<file path="src/design/rsm_pkg.sv">
`timescale 1ns / 1ps
`default_nettype none
package rsm_pkg;

  localparam int DATA_W      = 16;
  localparam int CNT_W       = 7;
  localparam int SUM_W       = 22;
  localparam int MAX_ROW_DEF = 64;

  typedef struct packed {
    logic                     bank;
    logic [CNT_W-1:0]         cnt;
    logic signed [DATA_W-1:0] row_max;
    logic                     ovf;
  } row_desc_t;

  typedef struct packed {
    logic [DATA_W-1:0] prob;
    logic              last;
    logic              ovf;
  } out_item_t;

  typedef logic [DATA_W-1:0] t2_rom_t [256];

  function automatic logic [DATA_W-1:0] t1_value(input logic [3:0] a);
    logic [DATA_W-1:0] v;
    case (a)
      4'd0:    v = 16'd65535;
      4'd1:    v = 16'd24109;
      4'd2:    v = 16'd8869;
      4'd3:    v = 16'd3263;
      4'd4:    v = 16'd1200;
      4'd5:    v = 16'd442;
      4'd6:    v = 16'd162;
      4'd7:    v = 16'd60;
      4'd8:    v = 16'd22;
      4'd9:    v = 16'd8;
      4'd10:   v = 16'd3;
      4'd11:   v = 16'd1;
      default: v = 16'd0;
    endcase
    return v;
  endfunction

  // exp(-b/256) in Q16 by an exact integer series in Q55
  function automatic t2_rom_t build_t2();
    t2_rom_t     rom;
    logic [63:0] term;
    logic [63:0] pos;
    logic [63:0] neg;
    logic [63:0] r;
    for (int b = 0; b < 256; b++) begin
      term = 64'd1 << 55;
      pos  = term;
      neg  = 64'd0;
      for (int k = 1; k < 64; k++) begin
        if (term != 64'd0) begin
          term = (term * 64'(b)) / 64'(256 * k);
          if ((k & 1) != 0) neg = neg + term;
          else pos = pos + term;
        end
      end
      r = (pos - neg + (64'd1 << 38)) >> 39;
      rom[b] = (r > 64'd65535) ? 16'hFFFF : r[15:0];
    end
    return rom;
  endfunction

  localparam t2_rom_t T2_ROM = build_t2();

endpackage
`default_nettype wire

</file>
<file path="src/design/row_softmax_core.sv">
// Row softmax over signed Q8.8 elements, one per item; the item marked last ends
// the row and releases one unsigned Q0.16 probability per stored element, in
// arrival order. Input accepts one item per cycle while a row bank is free: two
// banks let the next row load while the previous one is worked off. The back
// end runs an exponent pass (one row-store read per cycle into a three-stage
// table and multiply pipe) and then a normalise pass through the bit-serial
// 17-step divider, one element at a time. Elements past MAX_ROW are dropped
// and every result of that row has row_overflow set.
`timescale 1ns / 1ps
`default_nettype none
module row_softmax_core #(
  parameter int MAX_ROW = rsm_pkg::MAX_ROW_DEF
) (
  input  wire logic               clk,
  input  wire logic               rst_n,
  input  wire logic               in_push,
  output logic                    in_full,
  input  wire logic signed [15:0] in_x_value,
  input  wire logic               in_last_in_row,
  output logic                    out_empty,
  input  wire logic               out_pop,
  output logic [15:0]             out_probability,
  output logic                    out_last_of_row,
  output logic                    out_row_overflow
);
  import rsm_pkg::*;

  localparam int IW = (MAX_ROW > 1) ? $clog2(MAX_ROW) : 1;

  logic         accept;
  logic         wr_en;
  logic [IW:0]  wr_addr, rd_addr;
  logic [15:0]  wr_data, rd_data;
  logic         desc_push, done;
  row_desc_t    desc;
  row_desc_t    q_r [2];
  logic [1:0]   q_cnt_r;
  out_item_t    out_item;

  assign in_full = q_cnt_r == 2'd2;
  assign accept  = in_push && !in_full;

  rsm_front #(.MAX_ROW(MAX_ROW), .IW(IW)) u_front (
    .clk        (clk),
    .rst_n      (rst_n),
    .accept     (accept),
    .x_value    (in_x_value),
    .last_in_row(in_last_in_row),
    .wr_en      (wr_en),
    .wr_addr    (wr_addr),
    .wr_data    (wr_data),
    .desc_push  (desc_push),
    .desc       (desc)
  );

  rsm_ram #(.WIDTH(16), .DEPTH(2 ** (IW + 1)), .AW(IW + 1)) u_row_ram (
    .clk    (clk),
    .wr_en  (wr_en),
    .wr_addr(wr_addr),
    .wr_data(wr_data),
    .rd_addr(rd_addr),
    .rd_data(rd_data)
  );

  always_ff @(posedge clk) begin
    if (!rst_n) begin
      q_cnt_r <= 2'd0;
    end else begin
      q_cnt_r <= q_cnt_r + {1'b0, desc_push} - {1'b0, done};
    end
  end

  always_ff @(posedge clk) begin
    if (done) q_r[0] <= q_r[1];
    if (desc_push) begin
      if (done ? (q_cnt_r == 2'd1) : (q_cnt_r == 2'd0)) q_r[0] <= desc;
      else q_r[1] <= desc;
    end
  end

  rsm_back #(.MAX_ROW(MAX_ROW), .IW(IW)) u_back (
    .clk       (clk),
    .rst_n     (rst_n),
    .head_valid(q_cnt_r != 2'd0),
    .head      (q_r[0]),
    .done      (done),
    .rd_addr   (rd_addr),
    .rd_data   (rd_data),
    .out_empty (out_empty),
    .out_pop   (out_pop),
    .out_item  (out_item)
  );

  assign out_probability  = out_item.prob;
  assign out_last_of_row  = out_item.last;
  assign out_row_overflow = out_item.ovf;

endmodule
`default_nettype wire

</file>
<file path="src/design/rsm_ram.sv">
`timescale 1ns / 1ps
`default_nettype none
module rsm_ram #(
  parameter int WIDTH = 16,
  parameter int DEPTH = 64,
  parameter int AW    = (DEPTH > 1) ? $clog2(DEPTH) : 1
) (
  input  wire logic             clk,
  input  wire logic             wr_en,
  input  wire logic [AW-1:0]    wr_addr,
  input  wire logic [WIDTH-1:0] wr_data,
  input  wire logic [AW-1:0]    rd_addr,
  output logic      [WIDTH-1:0] rd_data
);

  logic [WIDTH-1:0] mem [DEPTH];

  always_ff @(posedge clk) begin
    if (wr_en) mem[wr_addr] <= wr_data;
    rd_data <= mem[rd_addr];
  end

endmodule
`default_nettype wire

</file>
<file path="src/design/rsm_front.sv">
`timescale 1ns / 1ps
`default_nettype none
module rsm_front #(
  parameter int MAX_ROW = 64,
  parameter int IW      = (MAX_ROW > 1) ? $clog2(MAX_ROW) : 1
) (
  input  wire logic                          clk,
  input  wire logic                          rst_n,
  input  wire logic                          accept,
  input  wire logic signed [15:0]            x_value,
  input  wire logic                          last_in_row,
  output logic                               wr_en,
  output logic [IW:0]                        wr_addr,
  output logic [15:0]                        wr_data,
  output logic                               desc_push,
  output rsm_pkg::row_desc_t                 desc
);
  import rsm_pkg::*;

  logic signed [DATA_W-1:0] max_r, max_nxt;
  logic [CNT_W-1:0]         cnt_r, cnt_nxt;
  logic                     ovf_r, ovf_nxt;
  logic                     bank_r;
  logic                     room;

  assign room    = cnt_r < CNT_W'(MAX_ROW);
  assign wr_en   = accept && room;
  assign wr_addr = {bank_r, cnt_r[IW-1:0]};
  assign wr_data = x_value;

  always_comb begin
    max_nxt = max_r;
    cnt_nxt = cnt_r;
    ovf_nxt = ovf_r;
    if (room) begin
      if (x_value > max_r) max_nxt = x_value;
      cnt_nxt = cnt_r + 1'b1;
    end else begin
      ovf_nxt = 1'b1;
    end
  end

  assign desc_push    = accept && last_in_row;
  assign desc.bank    = bank_r;
  assign desc.cnt     = cnt_nxt;
  assign desc.row_max = max_nxt;
  assign desc.ovf     = ovf_nxt;

  always_ff @(posedge clk) begin
    if (!rst_n) begin
      max_r  <= 16'sh8000;
      cnt_r  <= '0;
      ovf_r  <= 1'b0;
      bank_r <= 1'b0;
    end else if (accept) begin
      if (last_in_row) begin
        max_r  <= 16'sh8000;
        cnt_r  <= '0;
        ovf_r  <= 1'b0;
        bank_r <= ~bank_r;
      end else begin
        max_r <= max_nxt;
        cnt_r <= cnt_nxt;
        ovf_r <= ovf_nxt;
      end
    end
  end

endmodule
`default_nettype wire

</file>
<file path="src/design/rsm_back.sv">
`timescale 1ns / 1ps
`default_nettype none
module rsm_back #(
  parameter int MAX_ROW = 64,
  parameter int IW      = (MAX_ROW > 1) ? $clog2(MAX_ROW) : 1
) (
  input  wire logic               clk,
  input  wire logic               rst_n,
  input  wire logic               head_valid,
  input  rsm_pkg::row_desc_t      head,
  output logic                    done,
  output logic [IW:0]             rd_addr,
  input  wire logic [15:0]        rd_data,
  output logic                    out_empty,
  input  wire logic               out_pop,
  output rsm_pkg::out_item_t      out_item
);
  import rsm_pkg::*;

  typedef enum logic [5:0] {
    S_IDLE  = 6'b000001,
    S_EXP   = 6'b000010,
    S_DREAD = 6'b000100,
    S_DLOAD = 6'b001000,
    S_DIV   = 6'b010000,
    S_OUT   = 6'b100000
  } state_t;

  state_t            state_r, state_nxt;
  logic [CNT_W-1:0]  i_r;
  logic [CNT_W-1:0]  j_r;
  logic              v1_r, v2_r, v3_r;
  logic [IW-1:0]     idx1_r, idx2_r, idx3_r;
  logic [15:0]       t1_r, t2_r;
  logic [31:0]       prod_r;
  logic [31:0]       rnd;
  logic [SUM_W-1:0]  sum_r;
  logic [16:0]       diff;
  logic [15:0]       e_rd;
  logic [SUM_W-1:0]  rem_r;
  logic [SUM_W:0]    rem_sh;
  logic              ebit_r, sh_bit;
  logic [16:0]       q_r;
  logic [4:0]        bit_r;
  logic              fits;
  logic [1:0]        oq_cnt_r;
  out_item_t         oq_r [2];
  out_item_t         new_item;
  logic              oq_push, oq_pop;
  logic              issue;

  assign issue   = (state_r == S_EXP) && (i_r < head.cnt);
  assign rd_addr = {head.bank, i_r[IW-1:0]};

  assign diff = {head.row_max[15], head.row_max} - {rd_data[15], rd_data};
  assign rnd  = prod_r + 32'd32768;

  rsm_ram #(.WIDTH(16), .DEPTH(MAX_ROW), .AW(IW)) u_exp_ram (
    .clk    (clk),
    .wr_en  (v3_r),
    .wr_addr(idx3_r),
    .wr_data(rnd[31:16]),
    .rd_addr(j_r[IW-1:0]),
    .rd_data(e_rd)
  );

  assign sh_bit = (bit_r == 5'd16) ? ebit_r : 1'b0;
  assign rem_sh = {rem_r, sh_bit};
  assign fits   = rem_sh >= {1'b0, sum_r};

  assign oq_pop         = out_pop && !out_empty;
  assign oq_push        = (state_r == S_OUT) && (oq_cnt_r != 2'd2);
  assign new_item.prob  = q_r[16] ? 16'hFFFF : q_r[15:0];
  assign new_item.last  = (j_r + 1'b1) == head.cnt;
  assign new_item.ovf   = head.ovf;
  assign out_empty      = oq_cnt_r == 2'd0;
  assign out_item       = oq_r[0];
  assign done           = oq_push && new_item.last;

  always_comb begin
    state_nxt = state_r;
    case (state_r)
      S_IDLE:  if (head_valid) state_nxt = S_EXP;
      S_EXP:   if (!issue && !v1_r && !v2_r && !v3_r) state_nxt = S_DREAD;
      S_DREAD: state_nxt = S_DLOAD;
      S_DLOAD: state_nxt = S_DIV;
      S_DIV:   if (bit_r == 5'd0) state_nxt = S_OUT;
      S_OUT:   if (oq_push) state_nxt = new_item.last ? S_IDLE : S_DREAD;
      default: state_nxt = S_IDLE;
    endcase
  end

  always_ff @(posedge clk) begin
    if (!rst_n) begin
      state_r  <= S_IDLE;
      v1_r     <= 1'b0;
      v2_r     <= 1'b0;
      v3_r     <= 1'b0;
      oq_cnt_r <= 2'd0;
    end else begin
      state_r  <= state_nxt;
      v1_r     <= issue;
      v2_r     <= v1_r;
      v3_r     <= v2_r;
      oq_cnt_r <= oq_cnt_r + {1'b0, oq_push} - {1'b0, oq_pop};
    end
  end

  always_ff @(posedge clk) begin
    idx1_r <= i_r[IW-1:0];
    idx2_r <= idx1_r;
    idx3_r <= idx2_r;
    t1_r   <= (diff[15:12] != 4'd0) ? 16'd0 : t1_value(diff[11:8]);
    t2_r   <= T2_ROM[diff[7:0]];
    prod_r <= t1_r * t2_r;
    if (state_r == S_IDLE) begin
      i_r   <= '0;
      j_r   <= '0;
      sum_r <= '0;
    end else begin
      if (issue) i_r <= i_r + 1'b1;
      if (v3_r) sum_r <= sum_r + SUM_W'(rnd[31:16]);
      if (oq_push) j_r <= j_r + 1'b1;
    end
    if (state_r == S_DLOAD) begin
      rem_r  <= SUM_W'(e_rd[15:1]);
      ebit_r <= e_rd[0];
      bit_r  <= 5'd16;
      q_r    <= '0;
    end else if (state_r == S_DIV) begin
      rem_r <= fits ? SUM_W'(rem_sh - {1'b0, sum_r}) : rem_sh[SUM_W-1:0];
      q_r   <= {q_r[15:0], fits};
      bit_r <= bit_r - 1'b1;
    end
    if (oq_pop) oq_r[0] <= oq_r[1];
    if (oq_push) begin
      if (oq_pop || oq_cnt_r == 2'd0) oq_r[0] <= new_item;
      else oq_r[1] <= new_item;
      if (oq_pop && oq_cnt_r == 2'd2) oq_r[1] <= new_item;
    end
  end

endmodule
`default_nettype wire

</file>
<file path="config.mk">
export PLATFORM = sky130hd
export DESIGN_NAME = row_softmax_core
export DESIGN_NICKNAME = d
export VERILOG_FILES = /design/src/design/rsm_pkg.sv /design/src/design/row_softmax_core.sv /design/src/design/rsm_ram.sv /design/src/design/rsm_front.sv /design/src/design/rsm_back.sv
export SDC_FILE = /design/constraint.sdc
export NUM_CORES = 2
export LEC_CHECK = 0
export BUFFER_PORTS_ARGS = -buffer_cell sky130_fd_sc_hd__buf_4
export CORE_MARGIN = 5
export CORE_UTILIZATION = 60
export DETAILED_ROUTE_END_ITERATION = 16
export PLACE_DENSITY = 0.84
export SLEW_MARGIN = 20
export SYNTH_ARGS = -nofsm -noshare
export SYNTH_HDL_FRONTEND = slang
export SYNTH_SLANG_ARGS = --single-unit
</file>
<file path="constraint.sdc">
create_clock -name clk -period 17.5 [get_ports clk]
set_input_delay 1.75 -clock clk [delete_from_list [all_inputs] [get_ports clk]]
set_output_delay 1.75 -clock clk [all_outputs]
set_load 0.01 [all_outputs]
</file>
==> run metrics <==
estimated wirelength of the detail-placed design=~230 mm; share of the clock period used by the worst path after layout=37.19%; final setup TNS=0 ns; total number of H-tree levels=5; CTS tree=built; worst clock skew=0.07807 ns; CTS Buf Count=339; Core Region=approximately 240000 um2; result of the run=completed; clock latency reported for the late side of the worst-skew pair=1.01 ns; WP depth=20; main flop type after synthesis=edfxtp_1; sequential share of the synthesized area=69.29%; initial antenna violation count=38; DR WL/cell=between 30 and 40 um; post-detailed-placement cell area=between 100000 and 150000 um2; Max Root-Sink Buffers=4; Buf/Inv on CP=3; DRT antenna net count=0; net count of the finished layout=approximately 8300; total of fill cells in the finished design=13870; Reg area=99350 um2; cell family contributing the most delay on the critical path=adder cells; cell with the most instances on the worst path=fa_1; number of remaining DRC errors=0; biggest fanout along the worst timing path=16; Reg-to-Reg End=u_back.prod_r[26]; P per Cell Area=~120 nW/um2; register bit total from synthesis=3374; Worst Path Arrival=7.35 ns; maximum number of pins on one net before global-route repair=144; share of total power in sequential cells=about half; count of endpoints failing setup in the final report=0; Vias per Instance=around 7.2; via count of the first global-routing pass=roughly 82000; number of primary I/O pins=roughly 40; postcts setup bufs=0; Critical Path Sink=u_back.prod_r[26]; site row count=179; worst slack at placement=10.99 ns; slew at the pin closest to its max-slew limit=1.263 ns; critical path start-end classification=register to register; cell depth of the worst hold path=0; reported max-cap violation count=0; Worst R2R Path Depth=20; slowest stage cell on the critical path=dfxtp_1; GRT Overall Usage=~34%; setup slack of the most critical reg-to-reg path=10.99 ns; launch point of the worst reg-to-reg path=u_back.t1_r[6]; Port Buffers=40; CP startpoint kind=register; total detailed-routing wirelength=420.1 mm; Combinational Power Share=12.8%; total congestion overflow after global routing=0; switching fraction of total power=26.02%; synthesized netlist cell count=around 7600; die area=about 250000 um2; area growth from synthesis to layout=11.35%; effective utilization at floorplan=roughly three fifths; net switching power of the design=4.933 mW; clock transition at the registers of the reported paths=0.06 ns; final hold violation count=0; global-route wire length before repair=about 600 mm; Max transition margin=15.45%; highest ir drop seen on vdd=0.1131 mV; net count after synthesis=8012; Internal Power=about 14 mW; Leak Pwr=51.57 nW; delay contributed by the slowest stage of the critical path=~0.73 ns; share of cells above drive strength 1=about 25%; final estimated routing congestion in global placement=slightly below 0.9; area of the multi-input gates=41380 um2; EDFF count, synth=around 3200; First DRT Iteration DRCs=14770; detailed-routing iteration count for the pre-antenna-repair pass=7; unrepaired setup endpoints after global routing=no; CP Data Required Time=18.34 ns; final critical path time including I/O delays and setup=6.509 ns; achievable clock frequency=roughly 150 MHz; critical path endpoint category=register; yosys synthesis warning count=0; design area=between 150000 and 200000 um2; critical path, cell by cell=nand2_1, fa_1, fa_1, inv_1, fa_1, fa_1, fa_1, inv_1, fa_1, inv_1, ha_1, a21o_1, a21o_1, a2111oi_0, o41ai_1, nand2_1, nand3b_1, a21o_1, a21oi_1, xnor2_1; die height=498.8 um; root buffer cell=clkbuf_16; Worst setup startpoint=u_back.t1_r[6]; clock net sink count=3374; number of distinct library cells after synthesis=between 80 and 90; Die Span X=498.8 um; number of vias in the routed layout=slightly above 80000; number of hold buffers added after cts=0; worst min path class=register to register; clock share of power=38.7%; Post-Route Hold Slack=between 0.3 and 0.4 ns; mean cell area of the mapped netlist=18.89 um2; total power=18.96 mW; max-slew violation total from the final report=0; number of gates given a new drive strength after cts=0; Mapped Area=143300 um2; share of synthesized flip-flops with an asynchronous set or reset=0%; worst path setup slack after routing=10.99 ns
## synth_stat cells (22+ instances only)
library cell	n	share of area, %
clkbuf_1	279	0.73
mux4_2	1005	16
nand2_1	310	0.81
buf_1	94	0.25
and2_1	136	0.59
xnor2_1	66	0.40
o22ai_1	23	0.10
inv_1	344	0.90
a211oi_1	36	0.19
a31oi_1	39	0.17
a22o_1	33	0.20
fa_1	196	2.7
ha_1	209	1.8
buf_2	40	0.14
or2_2	24	0.10
edfxtp_1	3174	66
a21oi_1	151	0.53
dfxtp_1	200	2.8
o21ai_0	161	0.56
nor2_1	391	1.0
a21o_1	31	0.16
mux2_2	76	0.60
xor2_1	34	0.21
nor2b_1	25	0.11
nor3_1	45	0.16
nand3_1	89	0.31
o211ai_1	43	0.23
nand4_1	22	0.096
## per-stage QoR
step / util (%) / instances
finish: 67.10 / 11290
detailed placement: 62.47 / 10670
global route: 67.08 / 11280
floorplan: - / 7586
CTS: 67.04 / 11270
global placement: 62.46 / 10670
## sequential cells by signal, indices dropped and copies added, names as in the netlist, 14 cells and up
signal / cells
q_r: 50
u_back.oq_r: 36
u_back.prod_r: 17
u_back.q_r: 17
u_back.rem_r: 22
u_back.sum_r: 22
u_back.t1_r: 14
u_back.t2_r: 16
u_back.u_exp_ram.mem: 1024
u_back.u_exp_ram.rd_data: 16
u_front.max_r: 16
u_row_ram.mem: 2048
u_row_ram.rd_data: 16
## logic make-up (layout without fill, tap and decap cells)
kind of cell | count (synthesis) | after routing | synth area share [%]
adder cells (fa/ha/maj) | 405 | 405 | 4.562
flip-flops | 3374 | 3374 | 69.29
other | 0 | 17 | 0
AO/OA/AOI/OAI | 699 | 699 | 3.241
XOR/XNOR | 101 | 101 | 0.6268
buffers and inverters | 767 | 1287 | 2.072
multiplexers | 1100 | 1100 | 16.52
AND/OR/NAND/NOR | 1140 | 1140 | 3.682
## cells in the final DEF (no fill, tap or decap), types with 19 or more instances in the layout
master / netlist / final
a211oi_1: 36 / 35
a21o_1: 31 / 31
a21oi_1: 151 / 150
a22o_1: 33 / 33
a31oi_1: 39 / 39
and2_1: 136 / 136
buf_4: 1 / 333
bufinv_16: 0 / 32
clkbuf_1: 279 / 62
clkbuf_16: 0 / 351
clkinv_1: 3 / 53
clkinv_2: 0 / 62
dfxtp_1: 200 / 189
edfxtp_1: 3174 / 3174
fa_1: 196 / 196
ha_1: 209 / 208
inv_1: 344 / 343
mux2_2: 76 / 76
mux2i_1: 19 / 19
mux4_2: 1005 / 1005
nand2_1: 310 / 306
nand3_1: 89 / 89
nand4_1: 22 / 22
nor2_1: 391 / 371
nor2b_1: 25 / 25
nor3_1: 45 / 42
o211ai_1: 43 / 43
o21ai_0: 161 / 160
o22ai_1: 23 / 23
or2_2: 24 / 24
or3_1: 19 / 19
xnor2_1: 66 / 53
xor2_1: 34 / 29
## worst reg2reg max path: stages, from the launching register on
cell	delay, ns
dfxtp_1	0.73
nand2_1	0.22
fa_1	0.57
fa_1	0.56
inv_1	0.05
fa_1	0.49
fa_1	0.50
fa_1	0.49
inv_1	0.05
fa_1	0.47
inv_1	0.04
ha_1	0.32
a21o_1	0.19
a21o_1	0.17
a2111oi_0	0.52
o41ai_1	0.17
nand2_1	0.14
nand3b_1	0.14
a21o_1	0.23
a21oi_1	0.21
xnor2_1	0.14
## worst min path at each step
stage / start / to
after global routing: u_back.idx1_r[5] / u_back.idx2_r[5]
after floorplan: u_back.idx1_r[0] / u_back.idx2_r[0]
after CTS: u_back.idx1_r[5] / u_back.idx2_r[5]
final: u_back.idx1_r[5] / u_back.idx2_r[5]
after detailed placement: u_back.idx1_r[5] / u_back.idx2_r[5]
after global placement: u_back.idx1_r[4] / u_back.idx2_r[4]
## power groups by stage
stage | registers [mW] | logic [mW] | clock network [mW]
floorplan | 9.27 | 1.56 | 0
global placement | 9.36 | 2.25 | 0
detailed placement | 9.36 | 2.31 | 0
CTS | 9.19 | 2.35 | 7.34
global route | 9.20 | 2.59 | 7.73
finish | 9.19 | 2.43 | 7.33
## layer usage
layer / vias to the layer above / track usage [%] / part of all wire, %
li1: 30930 / - / -
met1: 41500 / 43.46 / 32
met2: 7587 / 54.53 / 49
met3: 1536 / 7.264 / 12
met4: 40 / 17.75 / 6.7
met5: - / 0 / 0.068
## layout make-up
class | count | share of cell area, %
diodes | 17 | 0.02666
clock buffers | 427 | 5.770
clock inverters | 170 | 1.054
inverters | 348 | 0.8185
multi-input cells | 3445 | 25.93
flip-flops and latches | 3374 | 62.25
well taps | 3167 | 2.483
repair buffers | 342 | 1.668
Power figures use the tool's default switching activity.
